<file path="src/rtl/mhpq_pkg.sv">
// Shared types, sizes and codes of the max-heap priority queue.
// No dependencies.
package mhpq_pkg;

    localparam int CAPACITY    = 128;
    localparam int ADDR_W      = $clog2(CAPACITY);
    localparam int COUNT_W     = $clog2(CAPACITY + 1);
    localparam int IDX_W       = ADDR_W + 2;
    localparam int PRIO_W      = 16;
    localparam int LANE_W      = 7;
    localparam int CMD_W       = 2;
    localparam int STATUS_W    = 2;
    localparam int COUNT_OUT_W = 8;

    localparam logic [CMD_W-1:0] CMD_CLEAR  = 2'd0;
    localparam logic [CMD_W-1:0] CMD_INSERT = 2'd1;
    localparam logic [CMD_W-1:0] CMD_POP    = 2'd2;

    localparam logic [STATUS_W-1:0] STATUS_OK    = 2'd0;
    localparam logic [STATUS_W-1:0] STATUS_EMPTY = 2'd1;
    localparam logic [STATUS_W-1:0] STATUS_FULL  = 2'd2;

    typedef struct packed {
        logic [PRIO_W-1:0] prio;
        logic [LANE_W-1:0] lane;
    } slot_t;

    localparam int SLOT_W = $bits(slot_t);

    typedef struct packed {
        logic              we;
        logic [ADDR_W-1:0] waddr;
        slot_t             wdata;
        logic [ADDR_W-1:0] raddr;
    } mem_req_t;

    typedef struct packed {
        logic [STATUS_W-1:0]    status;
        logic [PRIO_W-1:0]      top_prio;
        logic [LANE_W-1:0]      top_lane;
        logic [COUNT_OUT_W-1:0] count;
    } res_t;

endpackage

</file>
<file path="src/rtl/mhpq_ram.sv">
// Simple dual-port RAM: one write port, one read port, registered read data.
// No dependencies.
module mhpq_ram #(
    parameter int DATA_W = 23,
    parameter int DEPTH  = 128,
    parameter int ADDR_W = $clog2(DEPTH)
) (
    input  logic              clk,
    input  logic              we,
    input  logic [ADDR_W-1:0] waddr,
    input  logic [DATA_W-1:0] wdata,
    input  logic [ADDR_W-1:0] raddr,
    output logic [DATA_W-1:0] rdata
);

    logic [DATA_W-1:0] mem [DEPTH];

    always_ff @(posedge clk)
    begin
        if (we)
        begin
            mem[waddr] <= wdata;
        end
    end

    always_ff @(posedge clk)
    begin
        rdata <= mem[raddr];
    end

endmodule

</file>
<file path="src/rtl/mhpq_seq.sv">
// Heap sequencer: command decode, sift-up and sift-down over one shared comparator.
// Depends on mhpq_pkg; drives the heap RAM through a mem_req_t.
module mhpq_seq (
    input  logic                           clk,
    input  logic                           rst_n,
    input  logic                           in_valid,
    output logic                           in_stall,
    input  logic [mhpq_pkg::CMD_W-1:0]     cmd,
    input  logic [mhpq_pkg::PRIO_W-1:0]    prio_in,
    input  logic [mhpq_pkg::LANE_W-1:0]    lane_in,
    output mhpq_pkg::mem_req_t             mem_req,
    input  mhpq_pkg::slot_t                mem_rdata,
    output logic                           res_valid,
    input  logic                           res_ready,
    output mhpq_pkg::res_t                 res
);

    import mhpq_pkg::*;

    localparam logic [3:0] S_IDLE     = 4'd0;
    localparam logic [3:0] S_UP_RD    = 4'd1;
    localparam logic [3:0] S_UP_CMP   = 4'd2;
    localparam logic [3:0] S_POP_RD0  = 4'd3;
    localparam logic [3:0] S_POP_RDL  = 4'd4;
    localparam logic [3:0] S_POP_LAST = 4'd5;
    localparam logic [3:0] S_DN_RL    = 4'd6;
    localparam logic [3:0] S_DN_RR    = 4'd7;
    localparam logic [3:0] S_DN_CMP   = 4'd8;
    localparam logic [3:0] S_DONE     = 4'd9;

    logic [3:0]          state_reg, state_next;
    logic [COUNT_W-1:0]  count_reg, count_next;
    logic [ADDR_W-1:0]   pos_reg, pos_next;
    slot_t               ent_reg, ent_next;
    slot_t               best_reg, best_next;
    logic                best_left_reg, best_left_next;
    logic [STATUS_W-1:0] status_reg, status_next;
    slot_t               top_reg, top_next;

    logic [IDX_W-1:0]    left_idx;
    logic [IDX_W-1:0]    right_idx;
    logic [IDX_W-1:0]    count_idx;
    logic [ADDR_W-1:0]   parent_pos;
    slot_t               cmp_hi;
    slot_t               cmp_lo;
    logic                cmp_gt;

    assign left_idx   = (IDX_W'(pos_reg) << 1) + IDX_W'(1);
    assign right_idx  = (IDX_W'(pos_reg) << 1) + IDX_W'(2);
    assign count_idx  = IDX_W'(count_reg);
    assign parent_pos = ADDR_W'((pos_reg - ADDR_W'(1)) >> 1);

    always_comb
    begin
        case (state_reg)
            S_UP_CMP:
            begin
                cmp_hi = ent_reg;
                cmp_lo = mem_rdata;
            end
            S_DN_RR:
            begin
                cmp_hi = mem_rdata;
                cmp_lo = ent_reg;
            end
            default:
            begin
                cmp_hi = mem_rdata;
                cmp_lo = best_reg;
            end
        endcase
    end

    assign cmp_gt = cmp_hi.prio > cmp_lo.prio;

    assign in_stall      = (state_reg != S_IDLE);
    assign res_valid     = (state_reg == S_DONE);
    assign res.status    = status_reg;
    assign res.top_prio  = top_reg.prio;
    assign res.top_lane  = top_reg.lane;
    assign res.count     = COUNT_OUT_W'(count_reg);

    always_comb
    begin
        state_next     = state_reg;
        count_next     = count_reg;
        pos_next       = pos_reg;
        ent_next       = ent_reg;
        best_next      = best_reg;
        best_left_next = best_left_reg;
        status_next    = status_reg;
        top_next       = top_reg;
        mem_req.we     = 1'b0;
        mem_req.waddr  = pos_reg;
        mem_req.wdata  = ent_reg;
        mem_req.raddr  = '0;

        case (state_reg)
            S_IDLE:
            begin
                if (in_valid)
                begin
                    status_next = STATUS_OK;
                    top_next    = '0;
                    state_next  = S_DONE;
                    case (cmd)
                        CMD_CLEAR:
                        begin
                            count_next = '0;
                        end
                        CMD_INSERT:
                        begin
                            if (count_reg >= COUNT_W'(CAPACITY))
                            begin
                                status_next = STATUS_FULL;
                            end
                            else
                            begin
                                ent_next.prio = prio_in;
                                ent_next.lane = lane_in;
                                pos_next      = ADDR_W'(count_reg);
                                count_next    = count_reg + COUNT_W'(1);
                                state_next    = S_UP_RD;
                            end
                        end
                        CMD_POP:
                        begin
                            if (count_reg == '0)
                            begin
                                status_next = STATUS_EMPTY;
                            end
                            else
                            begin
                                state_next = S_POP_RD0;
                            end
                        end
                        default:
                        begin
                            status_next = STATUS_OK;
                        end
                    endcase
                end
            end
            S_UP_RD:
            begin
                if (pos_reg == '0)
                begin
                    mem_req.we = 1'b1;
                    state_next = S_DONE;
                end
                else
                begin
                    mem_req.raddr = parent_pos;
                    state_next    = S_UP_CMP;
                end
            end
            S_UP_CMP:
            begin
                mem_req.we = 1'b1;
                if (cmp_gt)
                begin
                    mem_req.wdata = mem_rdata;
                    pos_next      = parent_pos;
                    state_next    = S_UP_RD;
                end
                else
                begin
                    state_next = S_DONE;
                end
            end
            S_POP_RD0:
            begin
                mem_req.raddr = '0;
                state_next    = S_POP_RDL;
            end
            S_POP_RDL:
            begin
                mem_req.raddr = ADDR_W'(count_reg - COUNT_W'(1));
                top_next      = mem_rdata;
                count_next    = count_reg - COUNT_W'(1);
                pos_next      = '0;
                state_next    = S_POP_LAST;
            end
            S_POP_LAST:
            begin
                ent_next   = mem_rdata;
                state_next = S_DN_RL;
            end
            S_DN_RL:
            begin
                if (left_idx >= count_idx)
                begin
                    mem_req.we = 1'b1;
                    state_next = S_DONE;
                end
                else
                begin
                    mem_req.raddr = ADDR_W'(left_idx);
                    state_next    = S_DN_RR;
                end
            end
            S_DN_RR:
            begin
                mem_req.raddr  = ADDR_W'(right_idx);
                best_next      = cmp_gt ? mem_rdata : ent_reg;
                best_left_next = cmp_gt;
                state_next     = S_DN_CMP;
            end
            S_DN_CMP:
            begin
                mem_req.we = 1'b1;
                if ((right_idx < count_idx) && cmp_gt)
                begin
                    mem_req.wdata = mem_rdata;
                    pos_next      = ADDR_W'(right_idx);
                    state_next    = S_DN_RL;
                end
                else if (best_left_reg)
                begin
                    mem_req.wdata = best_reg;
                    pos_next      = ADDR_W'(left_idx);
                    state_next    = S_DN_RL;
                end
                else
                begin
                    state_next = S_DONE;
                end
            end
            S_DONE:
            begin
                if (res_ready)
                begin
                    state_next = S_IDLE;
                end
            end
            default:
            begin
                state_next = S_IDLE;
            end
        endcase
    end

    always_ff @(posedge clk or negedge rst_n)
    begin
        if (!rst_n)
        begin
            state_reg <= S_IDLE;
            count_reg <= '0;
        end
        else
        begin
            state_reg <= state_next;
            count_reg <= count_next;
        end
    end

    always_ff @(posedge clk)
    begin
        pos_reg       <= pos_next;
        ent_reg       <= ent_next;
        best_reg      <= best_next;
        best_left_reg <= best_left_next;
        status_reg    <= status_next;
        top_reg       <= top_next;
    end

endmodule

</file>
<file path="src/rtl/max_heap_priority_queue_top.sv">
// Top level of the max-heap priority queue: sequencer, heap RAM, output register.
// Depends on mhpq_pkg, mhpq_seq and mhpq_ram.
//
//   channel | direction | handshake          | payload
//   --------+-----------+--------------------+------------------------------------
//   in      | sink      | in_valid/in_stall  | cmd, prio_in, lane_in
//   out     | source    | out_valid/out_stall| status, top_prio, top_lane, count
//
// Clear, error and unused commands go from idle straight to the done state.
// Insert climbs one level per pass through S_UP_RD and S_UP_CMP. Pop reads the root
// and last entry, then descends one level per pass through S_DN_RL, S_DN_RR, S_DN_CMP.
// Reset empties the heap at once; the RAM holds no reset value and needs no sweep.
// A full output register holding under out_stall does not block the next transfer
// in; the sequencer waits only when a new result finds that register full and stalled.
module max_heap_priority_queue_top (
    input  logic                            clk,
    input  logic                            rst_n,
    input  logic                            in_valid,
    output logic                            in_stall,
    input  logic [mhpq_pkg::CMD_W-1:0]      cmd,
    input  logic [mhpq_pkg::PRIO_W-1:0]     prio_in,
    input  logic [mhpq_pkg::LANE_W-1:0]     lane_in,
    output logic                            out_valid,
    input  logic                            out_stall,
    output logic [mhpq_pkg::STATUS_W-1:0]   status,
    output logic [mhpq_pkg::PRIO_W-1:0]     top_prio,
    output logic [mhpq_pkg::LANE_W-1:0]     top_lane,
    output logic [mhpq_pkg::COUNT_OUT_W-1:0] count
);

    import mhpq_pkg::*;

    mem_req_t mem_req;
    slot_t    mem_rdata;
    logic     res_valid;
    logic     res_ready;
    res_t     res;
    logic     out_valid_reg;
    res_t     out_reg;

    mhpq_seq u_seq (
        .clk       (clk),
        .rst_n     (rst_n),
        .in_valid  (in_valid),
        .in_stall  (in_stall),
        .cmd       (cmd),
        .prio_in   (prio_in),
        .lane_in   (lane_in),
        .mem_req   (mem_req),
        .mem_rdata (mem_rdata),
        .res_valid (res_valid),
        .res_ready (res_ready),
        .res       (res)
    );

    mhpq_ram #(
        .DATA_W (SLOT_W),
        .DEPTH  (CAPACITY),
        .ADDR_W (ADDR_W)
    ) u_ram (
        .clk   (clk),
        .we    (mem_req.we),
        .waddr (mem_req.waddr),
        .wdata (mem_req.wdata),
        .raddr (mem_req.raddr),
        .rdata (mem_rdata)
    );

    assign res_ready = !out_valid_reg || !out_stall;

    always_ff @(posedge clk or negedge rst_n)
    begin
        if (!rst_n)
        begin
            out_valid_reg <= 1'b0;
        end
        else if (res_ready)
        begin
            out_valid_reg <= res_valid;
        end
    end

    always_ff @(posedge clk)
    begin
        if (res_valid && res_ready)
        begin
            out_reg <= res;
        end
    end

    assign out_valid = out_valid_reg;
    assign status    = out_reg.status;
    assign top_prio  = out_reg.top_prio;
    assign top_lane  = out_reg.top_lane;
    assign count     = out_reg.count;

endmodule

</file>
<file path="config.mk">
export PLATFORM = sky130hd
export DESIGN_NAME = max_heap_priority_queue_top
export DESIGN_NICKNAME = d
export VERILOG_FILES = /design/src/rtl/mhpq_pkg.sv /design/src/rtl/mhpq_ram.sv /design/src/rtl/mhpq_seq.sv /design/src/rtl/max_heap_priority_queue_top.sv
export SDC_FILE = /design/constraint.sdc
export NUM_CORES = 2
export LEC_CHECK = 0
export ABC_AREA = 1
export BUFFER_PORTS_ARGS = -buffer_cell sky130_fd_sc_hd__buf_4
export CAP_MARGIN = 10
export CORE_ASPECT_RATIO = 0.5
export CORE_MARGIN = 2
export CORE_UTILIZATION = 30
export CTS_CLUSTER_SIZE = 12
export DETAILED_ROUTE_END_ITERATION = 10
export SLEW_MARGIN = 20
export SYNTH_ARGS = -nofsm -noshare
export SYNTH_HDL_FRONTEND = slang
export SYNTH_SLANG_ARGS = --single-unit
</file>
<file path="constraint.sdc">
create_clock -name clk -period 5.3 [get_ports clk]
set_clock_uncertainty 0.05 [all_clocks]
set_input_delay 1.325 -clock clk [delete_from_list [all_inputs] [get_ports clk]]
set_output_delay 1.325 -clock clk [all_outputs]
set_load 0.1 [all_outputs]
</file>
---- Word level (Yosys, flattened, before mapping) ----
Memories as Yosys holds them, arrays and structs flattened. A register that Yosys moved wholly into a read port is not among the register bits.
Cells that the tools add are included.
storage, ports and cells
  register bits ........................... 125
  latch bits .............................. 0
  bits in writable memories ............... 2944
  ROM bits ................................ 0
  input port bits ......................... 29
  output and inout bits ................... 35
  word-level logic and storage cells ...... 110
  memories kept ........................... 1
cells by class
  $add $sub $neg .......................... 5
  multiply operators ...................... 0
  divide/modulo/power cells ............... 0
  order comparisons ....................... 4
  equal/unequal tests ..................... 19
  shift operators ......................... 0
  muxes and demuxes ....................... 45
  bitwise gates (word level) .............. 0
  reduce and logical (&&, ||, !) cells .... 20
memories
  name       words  width  read ports  clocked after memory_dff  write ports  RTL line        text
  u_ram.mem  128    23     1           1                         1            mhpq_ram.sv:16  logic [DATA_W-1:0] mem [DEPTH];
operators with widths
  operator               count
  $mux W23               8
  $pmux W23 S2           4
  $pmux W7 S4            2
  $mux W7                7
  $pmux W4 S10           1
  $mux W4                9
  $pmux W8 S2            2
  $eq A4 B3 Y1 const B   4
  $gt A16 B16 Y1         1
  $mux W8                2
  $add A8 B1 Y9 const B  1
  $add A8 B2 Y9 const B  1
  $ge A9 B8 Y1           1
  $lt A9 B8 Y1           1
  $add A8 B1 Y8 const B  1
  $eq A4 B2 Y1 const B   2
  $eq A4 B4 Y1 const B   2
  $ge A8 B8 Y1 const B   1
  $logic_not A8 Y1       1
  $pmux W4 S2            1
  $reduce_and A4 Y1      2
  $reduce_bool A4 Y1     2
  $sub A8 B1 Y8 const B  1
  $logic_not A7 Y1       1
  other kinds (22)       35

---- Longest topological paths before layout ----
  depth after elaboration ................. 6
  gate-level depth with buffers ........... 25
  mapped depth without buffers ............ 21

---- Cells and area by module ----
From an unflattened synthesis, not the netlist that was laid out.
unflattened totals
  cell total of the unflattened synthesis .. 10648
  area total of the unflattened synthesis .. 126662.7 um^2
by module, submodules not included
  module                       times used  cells each  area each (um^2)  seq. area each (um^2)
  mhpq_ram                     1           9678        118785.2          88865.2
  mhpq_seq                     1           932         6845.3            2672.6
  max_heap_priority_queue_top  1           38          1032.2            1016.0

---- Worst setup path after synthesis ----
Ideal clock, no wire load.
  path kind ............................... flip-flop to flip-flop
  from .................................... reg u_seq.state_reg[0]
  to ...................................... mem u_ram.mem[0][0], data pin
  library setup time ...................... 0.906 ns
  arrival time ............................ 4.782 ns
  data required time ...................... 4.344 ns
  setup slack ............................. -0.438 ns
  cell stages (with the launch flop) ...... 18
  buffers on the path ..................... 2
  clock period less this slack ............ 5.738 ns
  cell sequence ........................... dfrtp_1 nand2_1 nor2_4 nor2_1 clkbuf_1 a21oi_1 ha_1 a21oi_1 nor2_1 a211oi_1 o21ai_0 nand3_1 nand3_1 nand4_1 clkbuf_1 o21ai_0 o211ai_1 nand3_1
RTL lines
  element                 RTL line         text
  from (decl)             mhpq_seq.sv:31   logic [3:0] state_reg, state_next;
  from (signal assigned)  mhpq_seq.sv:252  state_reg <= state_next;
  to (decl)               mhpq_ram.sv:16

---- Final worst setup path ----
  from .................................... reg u_seq.pos_reg[0]
  to ...................................... reg u_ram.rdata[18], read port of u_ram.mem
between the ends
  word-level cells in the longest chain between the ends .. 4
  elaborated cells between the ends (all ways) .. 8
  classes of those cells .................. add/sub: 3; order compare: 1; mux: 3; reduce/logical: 1
ends and longest elaborated chain
  element                 RTL line         text
  from (decl)             mhpq_seq.sv:33   logic [ADDR_W-1:0] pos_reg, pos_next;
  from (signal assigned)  mhpq_seq.sv:259  pos_reg <= pos_next;
  $add A8 B1 Y9           mhpq_seq.sv:48   assign left_idx = (IDX_W'(pos_reg) << 1) + IDX_W'(1);
  $ge A9 B8 Y1            mhpq_seq.sv:191  if (left_idx >= count_idx)
  $mux W7                 mhpq_seq.sv:191
  $pmux W7 S4 *           mhpq_seq.sv:98   case (state_reg)
  to (decl)               mhpq_ram.sv:13   output logic [DATA_W-1:0] rdata
Mark *: on every way between the ends. The rest lies on a longest branch, timed or not.
A chain may end at the register's enable or synchronous reset.

==> flow_results.org <==
** Timing
- Transition time of the tightest slew-check pin :: 1.20 ns
- Setup violations remaining at the end of the flow were counted as 0.
- The smallest clock period supported by the final layout is computed as ~5.0 ns.
- Unrepaired setup endpoints after global routing :: no
- Highest Clock Rate :: around 0.2 GHz
- Max transition margin :: 0.202
- The count of final max-slew check failures is 0.
- In the finished design, the share of the clock period the worst path needs comes to 0.944.
- Worst hold-check slack :: about 0.27 ns
- Number of hold violations in the final report :: 0

** Setup path
- Worst Path Max Fanout :: 90
- Critical register-to-register path endpoint :: u_ram.rdata[18]$_DFF_P_
- Following the worst setup path forward leads to its endpoint at u_ram.rdata[18]$_DFF_P_.
- Across all register-to-register paths, the minimum setup slack is a little under 0.3 ns.
- The worst register-to-register path has a depth of 21.
- At the worst endpoint, the arrival time is about 5.8 ns.
- Critical register-to-register path startpoint :: u_seq.pos_reg[0]$_DFFE_PP_
- The most critical setup path has its startpoint at u_seq.pos_reg[0]$_DFFE_PP_.
- Crit path kind :: reg -> reg
- STA classifies the critical path endpoint as a flip-flop.
- The worst setup path is launched from a flip-flop.
- At the worst endpoint, the required time is between 6 and 7 ns.

** Final layout
- The filler cells instantiated in the layout total approximately 44000.
- At the end of the flow, the number of nets in the layout was ~12000.
- Max reg flops :: a little under 3000
- More flip-flops sit in one register than any other, and that register is u_ram.mem.
- Final instance area :: 153000 um2
- Share of cells above drive strength 1 :: 0.0809
- Area growth from synthesis to layout :: 13.4%

** Drt
- DRC violations left :: 0
- Vias :: 94000
- In this run the remaining antenna-violating nets after routing total 0.
- The first detailed-routing pass took 7 iterations.
- Number of design-rule violations left by the first detailed-router iteration :: around 12000
- After detailed routing, the total wire length is around 420 mm.
- Average wire per standard cell :: roughly 23 um
- Per-cell via count in the routed design :: a little over 5

** Global route
- For this run, the total global-route usage over all layers was measured as 0.179.
- The initial antenna violation count was 17.
- The first global-routing pass estimated a little over 600 mm of wire.
- Entering global routing, the biggest net connects between 150 and 200 pins.
- The via count of the first global-routing pass was approximately 87000.
- Gr ovfl total :: 0

** Power
- Internal Dissipation :: roughly 0.056 W
- Sequential power share :: 0.327
- The share of total power dissipated in the clock network is 0.200.
- Fraction of power spent switching nets :: 0.452
- In this run the power spent charging and discharging nets is roughly 0.046 W.
- Share of total power in combinational logic :: 0.472
- Power spread over the standard cell area amounts to 670 nW/um2.
- In this run the static leakage power is 57.0 nW.
- IR analysis of the VDD net gives a maximum drop of 0.932 mV.

** Status
- Run status :: completed

** Clocking
- Count of buffers added by post-CTS timing repair for setup :: 0
- Count of instances resized after the clock tree is built :: 0
- The tree built by TritonCTS fans out to 3092 sinks.
- Max H-tree Level :: 5
- CTS root buf :: clkbuf_16
- The clock passes through at most 4 buffers.
- Clock transition at the register clock pins on the worst setup and hold paths after CTS :: 0.07 ns
- CTS buffer count :: between 300 and 400
- Clock tree from TritonCTS :: built
- Clock insertion delay at the later pin of the skew report :: approximately 0.91 ns
- Hold buffer count at CTS :: 0

** Synthesis
- In this run, synthesis inferred 3056 flip-flops with an integrated enable.
- Main synth FF type :: edfxtp_1
- Of the post-synthesis cell area, the dominant cell type holds 0.681.
- Yosys cell types :: 42
- Synthesized netlist net count :: approximately 12000
- Flip-flop and latch count after synthesis :: around 3100
- Number of warning messages in the yosys log :: 0
- Most used standard cells in the synthesized netlist :: 3620 x nand2_1, 3056 x edfxtp_1, 2560 x nand3_1
- Counting flops with an async set or reset pin after synthesis yields a share of 0.00420.
- In the post-synthesis netlist, the cell with the most instances is nand2_1.
- Ranking of synthesized cells by area :: edfxtp_1 68%, nand2_1 10%, nand3_1 9.5%
- In this run the mean area of a mapped cell was 10.9 um2.
- The share of the Yosys chip area taken by registers is 0.687.
- After synthesis the cells add up to 135000 um2.
- Of all cell types, the one taking the most synthesized area is edfxtp_1.
- In the synthesized netlist, the number of instances is 12300.

** Floorplan
- The core region is around 450000 um2.
- Total Die Area :: about 450000 um2
- 64 I/O pins were placed.
- The initial utilization of the core area, before any placement, comes to 0.302.
- Chip Width :: roughly 950 um
- Height of the die :: ~480 um
- Site Rows :: 173

** Job
- Max-cap violations in this run came to 0.

** Min path
- HP Class :: in -> async

** Placed design
- Post-DP HPWL :: ~230 mm
- Routability congestion estimate :: around 0.90
- The count of buffers added on input and output ports is 63.
- In this run the cell area measured after placement is around 140000 um2.
==> cells in the final DEF (no fill, tap or decap), types with 7 or more instances in the layout <==
master	instances
edfxtp_1	3056
nor2_2	92
dfrtp_1	13
clkbuf_1	89
diode_2	7
inv_6	10
nor2_4	43
nand3b_1	622
buf_4	341
o22ai_1	15
xor2_1	9
nand2_1	3619
a21oi_1	45
o21ai_0	126
o211ai_1	18
dfxtp_1	23
buf_12	109
clkbuf_16	326
clkinv_1	44
nor2_1	77
nand4_1	14
clkinv_2	13
nand3_4	25
inv_2	9
nand3_1	2534
ha_1	39
o21ai_1	69
inv_1	1019
==> worst max-delay path, stage by stage, from the launching register on <==
cell and delay, ns:
edfxtp_1 0.38, inv_1 0.29, ha_1 0.22, inv_1 0.04, nor2_1 0.11, nand3_1 0.22, nand3_1 0.17, o21ai_2 0.10
inv_8 0.22, nand2_8 0.17, inv_8 0.32, buf_12 0.39, nand2_1 0.12, nand2_1 0.09, nand2_1 0.05, nand3_1 0.10
nand3_1 0.33, nand3_1 0.27, nand3_1 0.45, nand2_1 0.32, nand2_1 0.20, nand2_1 0.14
==> how the worst min path moves through the flow <==
stage	from	to	slack, ns	cells past startpoint
floorplan	u_seq.status_reg[0]$_DFFE_PP_	status[0]$_DFFE_PP_	0.35	0
global placement	u_seq.res[22]$_SDFFCE_PN0P_	top_prio[7]$_DFFE_PP_	0.35	0
detailed placement	u_seq.res[28]$_SDFFCE_PN0P_	top_prio[13]$_DFFE_PP_	0.35	0
CTS	rst_n	u_seq.count_reg[7]$_DFFE_PN0P_	0.22	1
global route	rst_n	u_seq.count_reg[7]$_DFFE_PN0P_	0.26	1
finish	rst_n	u_seq.state_reg[2]$_DFFE_PN0P_	0.27	1
==> power groups by stage <==
stage / registers (W) / clock network, W / logic, W
after global routing: 0.0336 / 0.0216 / 0.0518
after detailed placement: 0.0340 / 0 / 0.0476
after global placement: 0.0340 / 0 / 0.0473
final: 0.0335 / 0.0205 / 0.0484
after CTS: 0.0335 / 0.0207 / 0.0477
after floorplan: 0.0348 / 0 / 0.0269
==> logic make-up after synthesis <==
family,count (synthesis),synth area share
simple gates,7046,0.238
flops,3092,0.687
buf+inv,1843,0.0591
compound gates,291,0.0115
fa+ha+maj,39,0.00362
xor+xnor,9,0.000585
==> per-layer routing <==
metal,share of wire,vias up,GRT usage
met5,0.00012,-,0
met4,0.037,8,0.0624
met3,0.11,747,0.0396
met2,0.44,4883,0.268
met1,0.42,46300,0.254
li1,-,42100,-
==> cell type report <==
| cell class | instances | area (um2) | share of cell area |
|---|---|---|---|
| diodes | 7 | 17.5 | 0.000115 |
| well taps | 5950 | 7440 | 0.0487 |
| repair buffers | 450 | 4740 | 0.0310 |
| multi-input cells | 7385 | 35200 | 0.230 |
| clock inverters | 72 | 430 | 0.00282 |
| flip-flops and latches | 3092 | 92600 | 0.605 |
| inverters | 1036 | 3950 | 0.0258 |
| clock buffers | 420 | 8560 | 0.0560 |
==> through the flow <==
step | total power [W] | setup slack [ns] | setup TNS, ns | utilization | instances
2_1_floorplan | 0.0617 | -0.382 | -426.05 | - | 12300
3_3_place_gp | 0.0813 | 0.290 | 0 | 0.323 | 17900
3_5_place_dp | 0.0816 | 0.271 | 0 | 0.323 | 17900
4_1_cts | 0.102 | 0.251 | 0 | 0.343 | 18400
5_1_grt | 0.107 | 0.0678 | 0 | 0.343 | 18400
6_report | 0.102 | 0.297 | 0 | 0.343 | 18400
No activity file was read; power rests on OpenSTA's default activity.
